$ cat config.mk
export PLATFORM = sky130hd
export DESIGN_NAME = row_longest_white_run_unit
export DESIGN_NICKNAME = d
export VERILOG_FILES = /design/src/rtl/rlwr_pkg.sv /design/src/rtl/row_longest_white_run_unit.sv /design/src/rtl/rlwr_in_stage.sv /design/src/rtl/rlwr_tracker.sv /design/src/rtl/rlwr_out_stage.sv
export SDC_FILE = /design/constraint.sdc
export NUM_CORES = 1
export LEC_CHECK = 0
export ABC_AREA = 0
export BUFFER_PORTS_ARGS = -buffer_cell sky130_fd_sc_hd__clkbuf_2
export CAP_MARGIN = 15
export CORE_MARGIN = 2
export CORE_UTILIZATION = 41
export DETAILED_ROUTE_END_ITERATION = 12
export SLEW_MARGIN = 10
export SYNTH_ARGS = -nofsm -noshare
export SYNTH_HDL_FRONTEND = slang
export SYNTH_SLANG_ARGS = --single-unit
$ cat constraint.sdc
create_clock -name clk_i -period 8.08 [get_ports clk_i]
set_input_delay 0.808 -clock clk_i [delete_from_list [all_inputs] [get_ports clk_i]]
set_output_delay 0.808 -clock clk_i [all_outputs]
set_load 0.005 [all_outputs]
$ cat src/rtl/rlwr_pkg.sv
package rlwr_pkg;

  // Row geometry and field widths
  localparam int unsigned MAX_ROW_WIDTH = 1024;
  localparam int unsigned COL_W         = 11;

  // Last column index plus one, as a column-wide value
  localparam logic [COL_W-1:0] ROW_LIMIT = COL_W'(MAX_ROW_WIDTH);

  // Reset value of the minimum feature size register
  localparam logic [COL_W-1:0] MIN_FEATURE_RESET = COL_W'(45);

  // Stream widths
  localparam int unsigned IN_TDATA_W  = 8;
  localparam int unsigned OUT_FIELD_W = 3 * COL_W;
  localparam int unsigned OUT_TDATA_W = ((OUT_FIELD_W + 7) / 8) * 8;
  localparam int unsigned OUT_PAD_W   = OUT_TDATA_W - OUT_FIELD_W;

  // One pixel request
  typedef struct packed {
    logic white;
    logic last;
  } pixel_t;

  // One row result
  typedef struct packed {
    logic             found;
    logic [COL_W-1:0] trailing;
    logic [COL_W-1:0] length;
    logic [COL_W-1:0] start;
  } result_t;

endpackage

$ cat src/rtl/row_longest_white_run_unit.sv
// The request carrying tlast is held in the input register; once the result register
// has room, the row result is loaded there and offered. Throughput: one pixel per cycle
// while no row-end pixel waits for room; the per-pixel update is one compare and increment
// between the input register and the result register. A full result register with a
// stalled consumer holds back only the row-end pixel. Reset (rst_ni low, asynchronous):
// both stages empty, row state cleared, minimum run threshold back to 45.
module row_longest_white_run_unit (
  input  logic                             clk_i,
  input  logic                             rst_ni,
  // Configuration write: threshold that a run length must exceed to set found
  input  logic                             cfg_valid_i,
  output logic                             cfg_ready_o,
  input  logic [rlwr_pkg::COL_W-1:0]       cfg_data_i,
  // Pixel stream
  input  logic                             s_axis_tvalid_i,
  output logic                             s_axis_tready_o,
  input  logic [rlwr_pkg::IN_TDATA_W-1:0]  s_axis_tdata_i,  // [0] pixel_white, rest zero
  input  logic                             s_axis_tlast_i,  // row_end
  // Row result stream
  output logic                             m_axis_tvalid_o,
  input  logic                             m_axis_tready_i,
  output logic [rlwr_pkg::OUT_TDATA_W-1:0] m_axis_tdata_o,  // run_start, run_length,
                                                             // trailing_black, zero fill
  output logic                             m_axis_tuser_o   // found
);

  logic [rlwr_pkg::COL_W-1:0] min_size_q;
  rlwr_pkg::pixel_t           in_pixel;
  rlwr_pkg::pixel_t           held_pixel;
  rlwr_pkg::result_t          row_result;
  rlwr_pkg::result_t          out_result;
  logic                       held_valid;
  logic                       out_room;
  logic                       step;
  logic                       s_fire;

  // Configuration register, always writable
  assign cfg_ready_o = 1'b1;

  always_ff @(posedge clk_i or negedge rst_ni) begin
    if (!rst_ni) begin
      min_size_q <= rlwr_pkg::MIN_FEATURE_RESET;
    end else if (cfg_valid_i) begin
      min_size_q <= cfg_data_i;
    end
  end

  // Input handshake
  assign in_pixel.white  = s_axis_tdata_i[0];
  assign in_pixel.last   = s_axis_tlast_i;
  assign step            = held_valid && (!held_pixel.last || out_room);
  assign s_axis_tready_o = !held_valid || step;
  assign s_fire          = s_axis_tvalid_i && s_axis_tready_o;

  rlwr_in_stage u_in (
    .clk_i   (clk_i),
    .rst_ni  (rst_ni),
    .load_i  (s_fire),
    .pixel_i (in_pixel),
    .drain_i (step),
    .valid_o (held_valid),
    .pixel_o (held_pixel)
  );

  rlwr_tracker u_track (
    .clk_i      (clk_i),
    .rst_ni     (rst_ni),
    .step_i     (step),
    .pixel_i    (held_pixel),
    .min_size_i (min_size_q),
    .result_o   (row_result)
  );

  rlwr_out_stage u_out (
    .clk_i    (clk_i),
    .rst_ni   (rst_ni),
    .load_i   (step && held_pixel.last),
    .result_i (row_result),
    .ready_i  (m_axis_tready_i),
    .room_o   (out_room),
    .valid_o  (m_axis_tvalid_o),
    .result_o (out_result)
  );

  // Pack the result fields, lowest field first
  assign m_axis_tdata_o = {{rlwr_pkg::OUT_PAD_W{1'b0}}, out_result.trailing,
                           out_result.length, out_result.start};
  assign m_axis_tuser_o = out_result.found;

endmodule

$ cat src/rtl/rlwr_in_stage.sv
module rlwr_in_stage (
  input  logic            clk_i,
  input  logic            rst_ni,
  input  logic            load_i,
  input  rlwr_pkg::pixel_t pixel_i,
  input  logic            drain_i,
  output logic            valid_o,
  output rlwr_pkg::pixel_t pixel_o
);

  logic             valid_q, valid_d;
  rlwr_pkg::pixel_t pixel_q;

  // Fill on a new request, empty when the tracker takes the held pixel
  always_comb begin
    valid_d = valid_q;
    if (load_i) begin
      valid_d = 1'b1;
    end else if (drain_i) begin
      valid_d = 1'b0;
    end
  end

  always_ff @(posedge clk_i or negedge rst_ni) begin
    if (!rst_ni) begin
      valid_q <= 1'b0;
    end else begin
      valid_q <= valid_d;
    end
  end

  // Payload needs no reset
  always_ff @(posedge clk_i) begin
    if (load_i) begin
      pixel_q <= pixel_i;
    end
  end

  assign valid_o = valid_q;
  assign pixel_o = pixel_q;

endmodule

$ cat src/rtl/rlwr_tracker.sv
module rlwr_tracker (
  input  logic                         clk_i,
  input  logic                         rst_ni,
  input  logic                         step_i,
  input  rlwr_pkg::pixel_t             pixel_i,
  input  logic [rlwr_pkg::COL_W-1:0]   min_size_i,
  output rlwr_pkg::result_t            result_o
);

  logic [rlwr_pkg::COL_W-1:0] col_q, col_d;
  logic [rlwr_pkg::COL_W-1:0] cur_start_q, cur_start_d;
  logic [rlwr_pkg::COL_W-1:0] cur_len_q, cur_len_d;
  logic                       prev_white_q, prev_white_d;
  logic [rlwr_pkg::COL_W-1:0] best_start_q, best_start_d;
  logic [rlwr_pkg::COL_W-1:0] best_len_q, best_len_d;
  logic [rlwr_pkg::COL_W-1:0] best_end_q, best_end_d;
  logic [rlwr_pkg::COL_W-1:0] col_inc;
  logic                       in_range;

  assign in_range = (col_q < rlwr_pkg::ROW_LIMIT);
  assign col_inc  = col_q + rlwr_pkg::COL_W'(1);

  // Update the run in progress and the best run with the current pixel
  always_comb begin
    col_d        = col_q;
    cur_start_d  = cur_start_q;
    cur_len_d    = cur_len_q;
    prev_white_d = prev_white_q;
    best_start_d = best_start_q;
    best_len_d   = best_len_q;
    best_end_d   = best_end_q;
    if (in_range) begin
      if (pixel_i.white) begin
        if (prev_white_q) begin
          cur_len_d = cur_len_q + rlwr_pkg::COL_W'(1);
        end else begin
          cur_start_d = col_q;
          cur_len_d   = rlwr_pkg::COL_W'(1);
        end
        // Replace only on a strictly longer run, the earlier one wins a tie
        if (cur_len_d > best_len_q) begin
          best_start_d = cur_start_d;
          best_len_d   = cur_len_d;
          best_end_d   = col_inc;
        end
      end
      prev_white_d = pixel_i.white;
      col_d        = col_inc;
    end
  end

  // Row result from the updated state; the best run always ends inside the row
  always_comb begin
    result_o.start    = best_start_d;
    result_o.length   = best_len_d;
    result_o.trailing = col_d - best_end_d;
    result_o.found    = (best_len_d > min_size_i);
  end

  // Advance on each pixel, clear the row state after the last one
  always_ff @(posedge clk_i or negedge rst_ni) begin
    if (!rst_ni) begin
      col_q        <= '0;
      cur_start_q  <= '0;
      cur_len_q    <= '0;
      prev_white_q <= 1'b0;
      best_start_q <= '0;
      best_len_q   <= '0;
      best_end_q   <= '0;
    end else if (step_i) begin
      if (pixel_i.last) begin
        col_q        <= '0;
        cur_start_q  <= '0;
        cur_len_q    <= '0;
        prev_white_q <= 1'b0;
        best_start_q <= '0;
        best_len_q   <= '0;
        best_end_q   <= '0;
      end else begin
        col_q        <= col_d;
        cur_start_q  <= cur_start_d;
        cur_len_q    <= cur_len_d;
        prev_white_q <= prev_white_d;
        best_start_q <= best_start_d;
        best_len_q   <= best_len_d;
        best_end_q   <= best_end_d;
      end
    end
  end

endmodule

$ cat src/rtl/rlwr_out_stage.sv
module rlwr_out_stage (
  input  logic              clk_i,
  input  logic              rst_ni,
  input  logic              load_i,
  input  rlwr_pkg::result_t result_i,
  input  logic              ready_i,
  output logic              room_o,
  output logic              valid_o,
  output rlwr_pkg::result_t result_o
);

  logic              valid_q, valid_d;
  rlwr_pkg::result_t result_q;

  // Room when empty or when the held result leaves this cycle
  assign room_o = !valid_q || ready_i;

  always_comb begin
    valid_d = valid_q;
    if (load_i) begin
      valid_d = 1'b1;
    end else if (ready_i) begin
      valid_d = 1'b0;
    end
  end

  always_ff @(posedge clk_i or negedge rst_ni) begin
    if (!rst_ni) begin
      valid_q <= 1'b0;
    end else begin
      valid_q <= valid_d;
    end
  end

  // Hold the result until it is taken
  always_ff @(posedge clk_i) begin
    if (load_i) begin
      result_q <= result_i;
    end
  end

  assign valid_o  = valid_q;
  assign result_o = result_q;

endmodule

# Yosys cells after proc, flatten, opt, wreduce, memory -nomap -nowiden
# Index checks and enable logic that the tools add are counted.
dict set report totals {
  ff_bits 116
  out_inout_bits 44
}
dict set report classes {
  n_reduce_logical 15
  muxes 30
  order_cmp 3
  add_sub_neg 3
}
# cell n
set ops {}
lappend ops {{$mux W11} 24}
lappend ops {{$add A11 B1 Y11 const B} 2}
lappend ops {{$gt A11 B11 Y1} 2}
lappend ops {{$lt A11 B11 Y1 const B} 1}
lappend ops {{$sub A11 B11 Y11} 1}
lappend ops {{$reduce_bool A2 Y1} 4}
lappend ops {{$mux W1} 6}
lappend ops {{$logic_and A1 B1 Y1} 3}
lappend ops {{$logic_not A1 Y1} 3}
lappend ops {{$logic_or A1 B1 Y1} 3}
lappend ops {{$reduce_and A3 Y1} 1}
lappend ops {{$reduce_and A2 Y1} 1}

# Longest topological paths before layout
# Gate-level depths: netlist of the first run.
dict set report depth {
  word_depth 9
  mapped_depth 25
  depth_no_buf 23
}

# Hierarchy
# A second synthesis of the first run with hierarchy kept.
dict set report unflattened {
  cells_unflattened 601
  hier_area_um2 6254.7
}
# mod n_inst area_each_um2 seq_area_each_um2 cells_each
set by_module_without_submodules {}
lappend by_module_without_submodules {rlwr_tracker 1 4538.1 1676.6 521}
lappend by_module_without_submodules {rlwr_out_stage 1 1068.5 1046.0 37}
lappend by_module_without_submodules {row_longest_white_run_unit 1 551.8 280.3 38}
lappend by_module_without_submodules {rlwr_in_stage 1 96.3 85.1 5}

# Worst setup path before layout of the first run
# OpenSTA, ideal clock, no wires.
dict set report synth_path {
  path_kind {reg2reg}
  from {register u_track.prev_white_q}
  to {register u_out.result_q (netlist bit u_out.result_o[32]), data pin}
  setup_ns 0.260
  slack_ns 3.222
  synth_period_minus_slack_ns 4.858
  t_arrival_ns 4.598
  required_time_ns 7.820
  stages_incl_launch_ff 25
  cell_sequence {dfrtp_1 -> clkbuf_1 -> buf_1 -> clkbuf_1 -> nor2b_1 -> ha_1 -> nand4_1 -> nor3_1 -> o311a_1 -> o22a_1 -> a21oi_2 -> buf_6 -> buf_4 -> nor2_1 -> a21oi_1 -> ha_1 -> inv_1 -> fa_1 -> a21o_1 -> a21oi_1 -> o211ai_1 -> a31o_2 -> a21oi_1 -> xnor2_1 -> xnor2_1}
}
# element line_no
set synth_lines {}
lappend synth_lines {{from (decl)} rlwr_tracker.sv:13} ;# logic prev_white_q, prev_white_d;
lappend synth_lines {{from (signal assigned)} rlwr_tracker.sv:83} ;# prev_white_q <= prev_white_d;
lappend synth_lines {{to (signal assigned)} rlwr_out_stage.sv:38} ;# result_q <= result_i;
lappend synth_lines {{to (decl)} rlwr_out_stage.sv:13} ;# rlwr_pkg::result_t result_q;

==> results of run 1 <==
## flip-flops by register name, summed over array words and instances, names as in the netlist
register,flops
u_track.col_q,11
u_track.cur_start_q,11
u_track.best_end_q,11
u_in.valid_o,1
u_out.valid_o,1
u_track.prev_white_q,1
u_track.best_len_q,11
u_out.result_o,34
u_track.best_start_q,11
u_in.pixel_o,2
u_track.cur_len_q,11
min_size_q,11
## path summary, 6_finish.rpt
kind | slack, ns | cells past startpoint | end
max | 2.54 | 20 | u_out.result_o[33]$_DFFE_PP_
min | 0.36 | 1 | u_track.cur_len_q[3]$_DFFE_PN0P_
max reg2reg | 2.54 | 20 | u_out.result_o[33]$_DFFE_PP_
min reg2reg | 0.49 | 1 | u_track.best_end_q[8]$_DFFE_PN0P_
max in group asynchronous | 7.08 | 2 | min_size_q[5]$_DFFE_PN1P_
min in group clk_i | 0.49 | 1 | u_track.best_end_q[8]$_DFFE_PN0P_
## stage by stage
stage,worst slack [ns],hold slack (ns)
6_report,2.536,0.3596
2_1_floorplan,3.222,0.4510
5_1_grt,2.018,0.3905
3_3_place_gp,2.686,0.4666
4_1_cts,2.526,0.4857
3_5_place_dp,2.562,0.4687
## Yosys cell counts (13+ instances only)
cell type   n  area (um2)
ha_1       35       437.9
mux2i_1    27       270.3
xor2_1     13       113.9
o21ai_0    46       230.2
nand2_1    69       259.0
dfrtp_1    76        1902
xnor2_1    19       166.4
nor2b_1    18       112.6
edfxtp_1   36        1081
clkbuf_1   19       71.32
inv_1      28       105.1
a22o_1     36       315.3
and2_1     14       87.58
nor2_1     29       108.9
a21oi_1    18       90.09
## power by group through the flow
stage / Combinational, mW / Sequential, mW / Clock [mW]
finish: 0.337 / 0.706 / 0.821
CTS: 0.340 / 0.706 / 0.835
floorplan: 0.265 / 0.704 / 0
detailed placement: 0.337 / 0.717 / 0
global placement: 0.332 / 0.715 / 0
global route: 0.384 / 0.712 / 0.859
## layout make-up
cell class / count / share of cell area
clock buffers: 19 / 0.05944
clock inverters: 13 / 0.02852
inverters: 28 / 0.01443
multi-input cells: 426 / 0.3987
flip-flops and latches: 116 / 0.4240
well taps: 188 / 0.03230
repair buffers: 56 / 0.04260
## logic make-up (layout without fill, tap and decap cells)
family | Yosys count | count (layout) | synth area share
AO/OA/AOI/OAI | 147 | 147 | 0.1568
adder cells (fa/ha/maj) | 37 | 37 | 0.07425
buffers and inverters | 72 | 116 | 0.05479
AND/OR/NAND/NOR | 173 | 173 | 0.1320
other | 2 | 8 | 0.001192
flip-flops | 116 | 116 | 0.4900
multiplexers | 29 | 29 | 0.04646
XOR/XNOR | 32 | 32 | 0.04447
## layer usage
layer  vias to the layer above  global-route usage  part of all wire
li1                       2212                   -                 -
met2                       106              0.2605              0.44
met3                        15             0.05259             0.049
met1                      2105              0.2399              0.50
met5                         -                   0                 0
met4                         0             0.06270             0.013
==> run metrics, run 1 <==
logic gate share of total power 0.181; Mapped Cells 608; Max-Cap Viols 0; Worst setup SP type flop; IO Port Bufs 53; CP delay by family, top compound AO/OA/AOI/OAI gates; Final Power 1.864 mW; relative slew slack 0.3274; Finished Layout Cells 846; ys async rst share 0.6897; switching power of the nets 0.5010 mW; critical path cell sequence ha_1, nand3_1, or3_1, a21boi_0, ha_1, nand4_1, nor3_1, o311a_1, o22a_1, a21oi_4, buf_4, o21ai_0, ha_1, nor2b_1, o21a_1, o21a_1, o21a_1, o21a_1, o2111ai_1, a31oi_1; placed cell count 813; Max IR drop VDD 161.3 uV; register bit total from synthesis 116; Buf+Inv Stages, Crit Path 1; DIE AREA 0.01638 mm2; Post-DP HPWL 8789 um; commonest non-fill, non-tap cell in the layout dfrtp_1; area of the core 0.01509 mm2; RSZ-0062 raised after global routing no; GPL Wtd Cong 0.8326; io pins 69; Worst-Margin Slew 1.009 ns; FF+latch area 0.003088 mm2; cts hold-fix bufs 0; Main synth FF type dfrtp_1; nets@finish 706; Slew Limit Fails 0; Worst Setup End Kind flop; fraction of layout cells with a size suffix above 1 0.1505; Avg Cell Area, Syn 10.37 um2; clock transition at the registers of the reported paths 0.05 ns; register area share after synthesis 0.4900; setup bufs post-CTS 0; Tcrit/Tclk final 0.6861; Mapped Area 0.006302 mm2; Clock Power Share 0.441; Die Width 128.0 um; vias after detailed routing 4438; EDFF count, synth 36; most frequent cells in the layout dfrtp_1, nand2_1, clkbuf_2; slowest cell on the critical path buf_4; CTS tree built; run status finished, final reports clean; crit-path max FO 68; yosys warns 0; Tmin final 5.544 ns; post-route cell area 0.007283 mm2; cell mode on critical path o21a_1; CP required 8.23 ns; final hold violation count 0; area taken by multi-input logic gates 0.002904 mm2; Starting Density 0.4177; CTS H-tree lvls 4; grt ovf 0; via density per instance 5.246; DR WL/cell 15.65 um; Int Power 1.363 mW; Post-Route WL 13240 um; first-pass GRT wire length 22290 um; Root Buffer clkbuf_16; Std-Cell Rows 45; Seq pwr share 0.379; Leakage 3.216 nW; # fillers 1376; diodes inserted 0; clock sink count 116; highest clock rate 0.1804 GHz; Max clock buf depth 2; setup TNS 0 ns; final antenna-violating net count 0; drt first pass iters 7; Tot GR Track Use 0.1740; P per Cell Area 255.9 mW/mm2; Resized cells post-CTS 0; count of cell types in the netlist 57; worst-skew pair later-pin latency 0.42 ns; sw frac 0.2688; largest net degree at the start of global routing 81; CP startpoint u_track.cur_len_q[0]$_DFFE_PN0P_; CP arrival 5.69 ns; vias in the first global route 4440; Placed Instance Area 0.006615 mm2; area grow syn2layout 15.56%; Num CTS Buffers 17; Min-Delay Path Class in2async; Post-route DRC 0; Final Setup Violations 0; die height 128.0 um; r2r startpoint u_track.cur_len_q[0]$_DFFE_PN0P_; clock skew 0.007425 ns; CP Class reg2reg; initial antenna violation count 0; Iter 0 DRT Violations 295; CP peak stage delay 0.65 ns; final core occ 0.4827
(Power assumes the default switching activity.)
==> inputs of run 2 (changes only) <==
==> constraint.sdc (replaced) <==
create_clock -name clk_i -period 4.5 [get_ports clk_i]
set_input_delay 0.45 -clock clk_i [delete_from_list [all_inputs] [get_ports clk_i]]
set_output_delay 0.45 -clock clk_i [all_outputs]
set_load 0.005 [all_outputs]
==> run metrics, run 2 (synthesized netlist as in run 1, its figures left out) <==
Met2 Wirelength 6107 um; vias after detailed routing 4653; largest net degree at the start of global routing 81; Int Power 2.594 mW; switching power of the nets 0.9558 mW; area of the core 0.01509 mm2; Final Setup Violations 0; Worst setup SP type flop; top sig layer met4; final antenna-violating net count 0; relative slew slack 0.2909; drt first pass iters 5; commonest non-fill, non-tap cell in the layout dfrtp_1; nets@finish 739; r2r startpoint u_track.cur_len_q[0]$_DFFE_PN0P_; max reg flops 34; Post-Route WL 13910 um; Std-Cell Rows 45; highest clock rate 0.2270 GHz; Worst Setup End Kind flop; Buf+Inv Stages, Crit Path 3; CP peak stage delay 0.45 ns; diodes inserted 0; die height 128.0 um; final hold violation count 0; fraction of layout cells with a size suffix above 1 0.2243; cell mode on critical path xnor2_1; Leakage 3.419 nW; first-pass GRT wire length 23450 um; Worst-Margin Slew 1.064 ns; Max-Cap Viols 0; P per Cell Area 462.9 mW/mm2; Max clock buf depth 2; DIE AREA 0.01638 mm2; Slew Limit Fails 0; GPL Wtd Cong 0.8420; Placed Instance Area 0.006833 mm2; post-route cell area 0.007670 mm2; RSZ-0062 raised after global routing yes; sw frac 0.2692; Post-DP HPWL 9433 um; CP required 4.67 ns; slowest cell on the critical path dfrtp_2; CP Class reg2reg; run status finished, final reports clean; Tot GR Track Use 0.1820; vias in the first global route 4554; io pins 69; r2r setup slk 0.09 ns; Min-Delay Path Class in2reg; Worst Hold Launch s_axis_tdata_i[0]; final core occ 0.5083; DRT met1 WL 6865 um; via density per instance 5.294; cts hold-fix bufs 0; CTS tree built; Tcrit/Tclk final 0.9791; Root Buffer clkbuf_16; CP startpoint u_track.cur_len_q[0]$_DFFE_PN0P_; met3 WL 633 um; Clock Power Share 0.439; Seq pwr share 0.355; clock sink count 116; most frequent cells in the layout dfrtp_1, nand2_1, clkbuf_2; initial antenna violation count 0; grt ovf 0; crit-path max FO 7; Iter 0 DRT Violations 345; Num CTS Buffers 17; clock skew 0.008419 ns; CP delay by family, top compound AO/OA/AOI/OAI gates; Die Width 128.0 um; worst-skew pair later-pin latency 0.42 ns; Starting Density 0.4177; # fillers 1345; Tmin final 4.406 ns; IO Port Bufs 53; logic gate share of total power 0.206; hold slack 0.1998 ns; DR WL/cell 15.83 um; CTS H-tree lvls 4; clock transition at the registers of the reported paths 0.06 ns; area grow syn2layout 21.70%; Max IR drop VDD 274.8 uV; CP arrival 4.58 ns; Post-route DRC 0; critical path cell sequence buf_4, buf_4, nand3_1, xnor2_1, and2_2, ha_4, o21ai_0, a21oi_1, o41ai_2, a211o_1, a21oi_4, nor2_1, a21oi_1, ha_2, inv_2, fa_2, a21o_1, a21oi_2, o211ai_1, a31o_2, a21oi_2, xnor2_1, xnor2_1
==> run 2: through the flow <==
stage                     total power, mW  setup WS (ns)  cells  setup TNS [ns]
after floorplan                     1.749       0.009973    614               0
after global placement              1.931      -0.007356    838        -0.01052
after detailed placement            1.950       -0.08557    838         -0.1632
after CTS                           3.539      0.0004134    873               0
after global routing                3.721        -0.1937    879         -0.4943
final                               3.550        0.09416    879               0
==> run 2: final cells by class <==
| class | count | area, um2 | area share |
|---|---|---|---|
| well taps | 188 | 235.2 | 0.03067 |
| flip-flops and latches | 116 | 3092 | 0.4031 |
| multi-input cells | 426 | 3019 | 0.3936 |
| clock inverters | 15 | 251.5 | 0.03279 |
| clock buffers | 17 | 425.4 | 0.05546 |
| repair buffers | 89 | 541.8 | 0.07064 |
| inverters | 28 | 105.1 | 0.01370 |
==> run 2: metal layers <==
layer / vias to the layer above / global-route usage
met5: - / 0
met4: 0 / 0.07498
met3: 24 / 0.04132
met2: 116 / 0.2658
met1: 2239 / 0.2617
li1: 2274 / -
==> run 2: power by group through the flow <==
stage | Sequential, mW | Combinational [mW] | Clock [mW]
after detailed placement | 1.28 | 0.675 | 0
after floorplan | 1.26 | 0.485 | 0
final | 1.26 | 0.733 | 1.56
after global placement | 1.27 | 0.659 | 0
after global routing | 1.27 | 0.824 | 1.63
after CTS | 1.26 | 0.700 | 1.58
==> run 2: worst paths after layout <==
kind	cells past startpoint	to
max	23	u_out.result_o[32]$_DFFE_PP_
min	1	u_in.pixel_o[1]$_DFFE_PP_
max reg2reg	23	u_out.result_o[32]$_DFFE_PP_
min reg2reg	1	u_track.best_end_q[6]$_DFFE_PN0P_
max in group asynchronous	1	u_track.cur_len_q[3]$_DFFE_PN0P_
min in group asynchronous	1	u_track.cur_len_q[2]$_DFFE_PN0P_
==> run 2: repair_timing <==
action	CTS	global route
gates resized for setup	4	18
pin swaps	9	12
setup endpoints to repair	3	4
buffers inserted	3	6
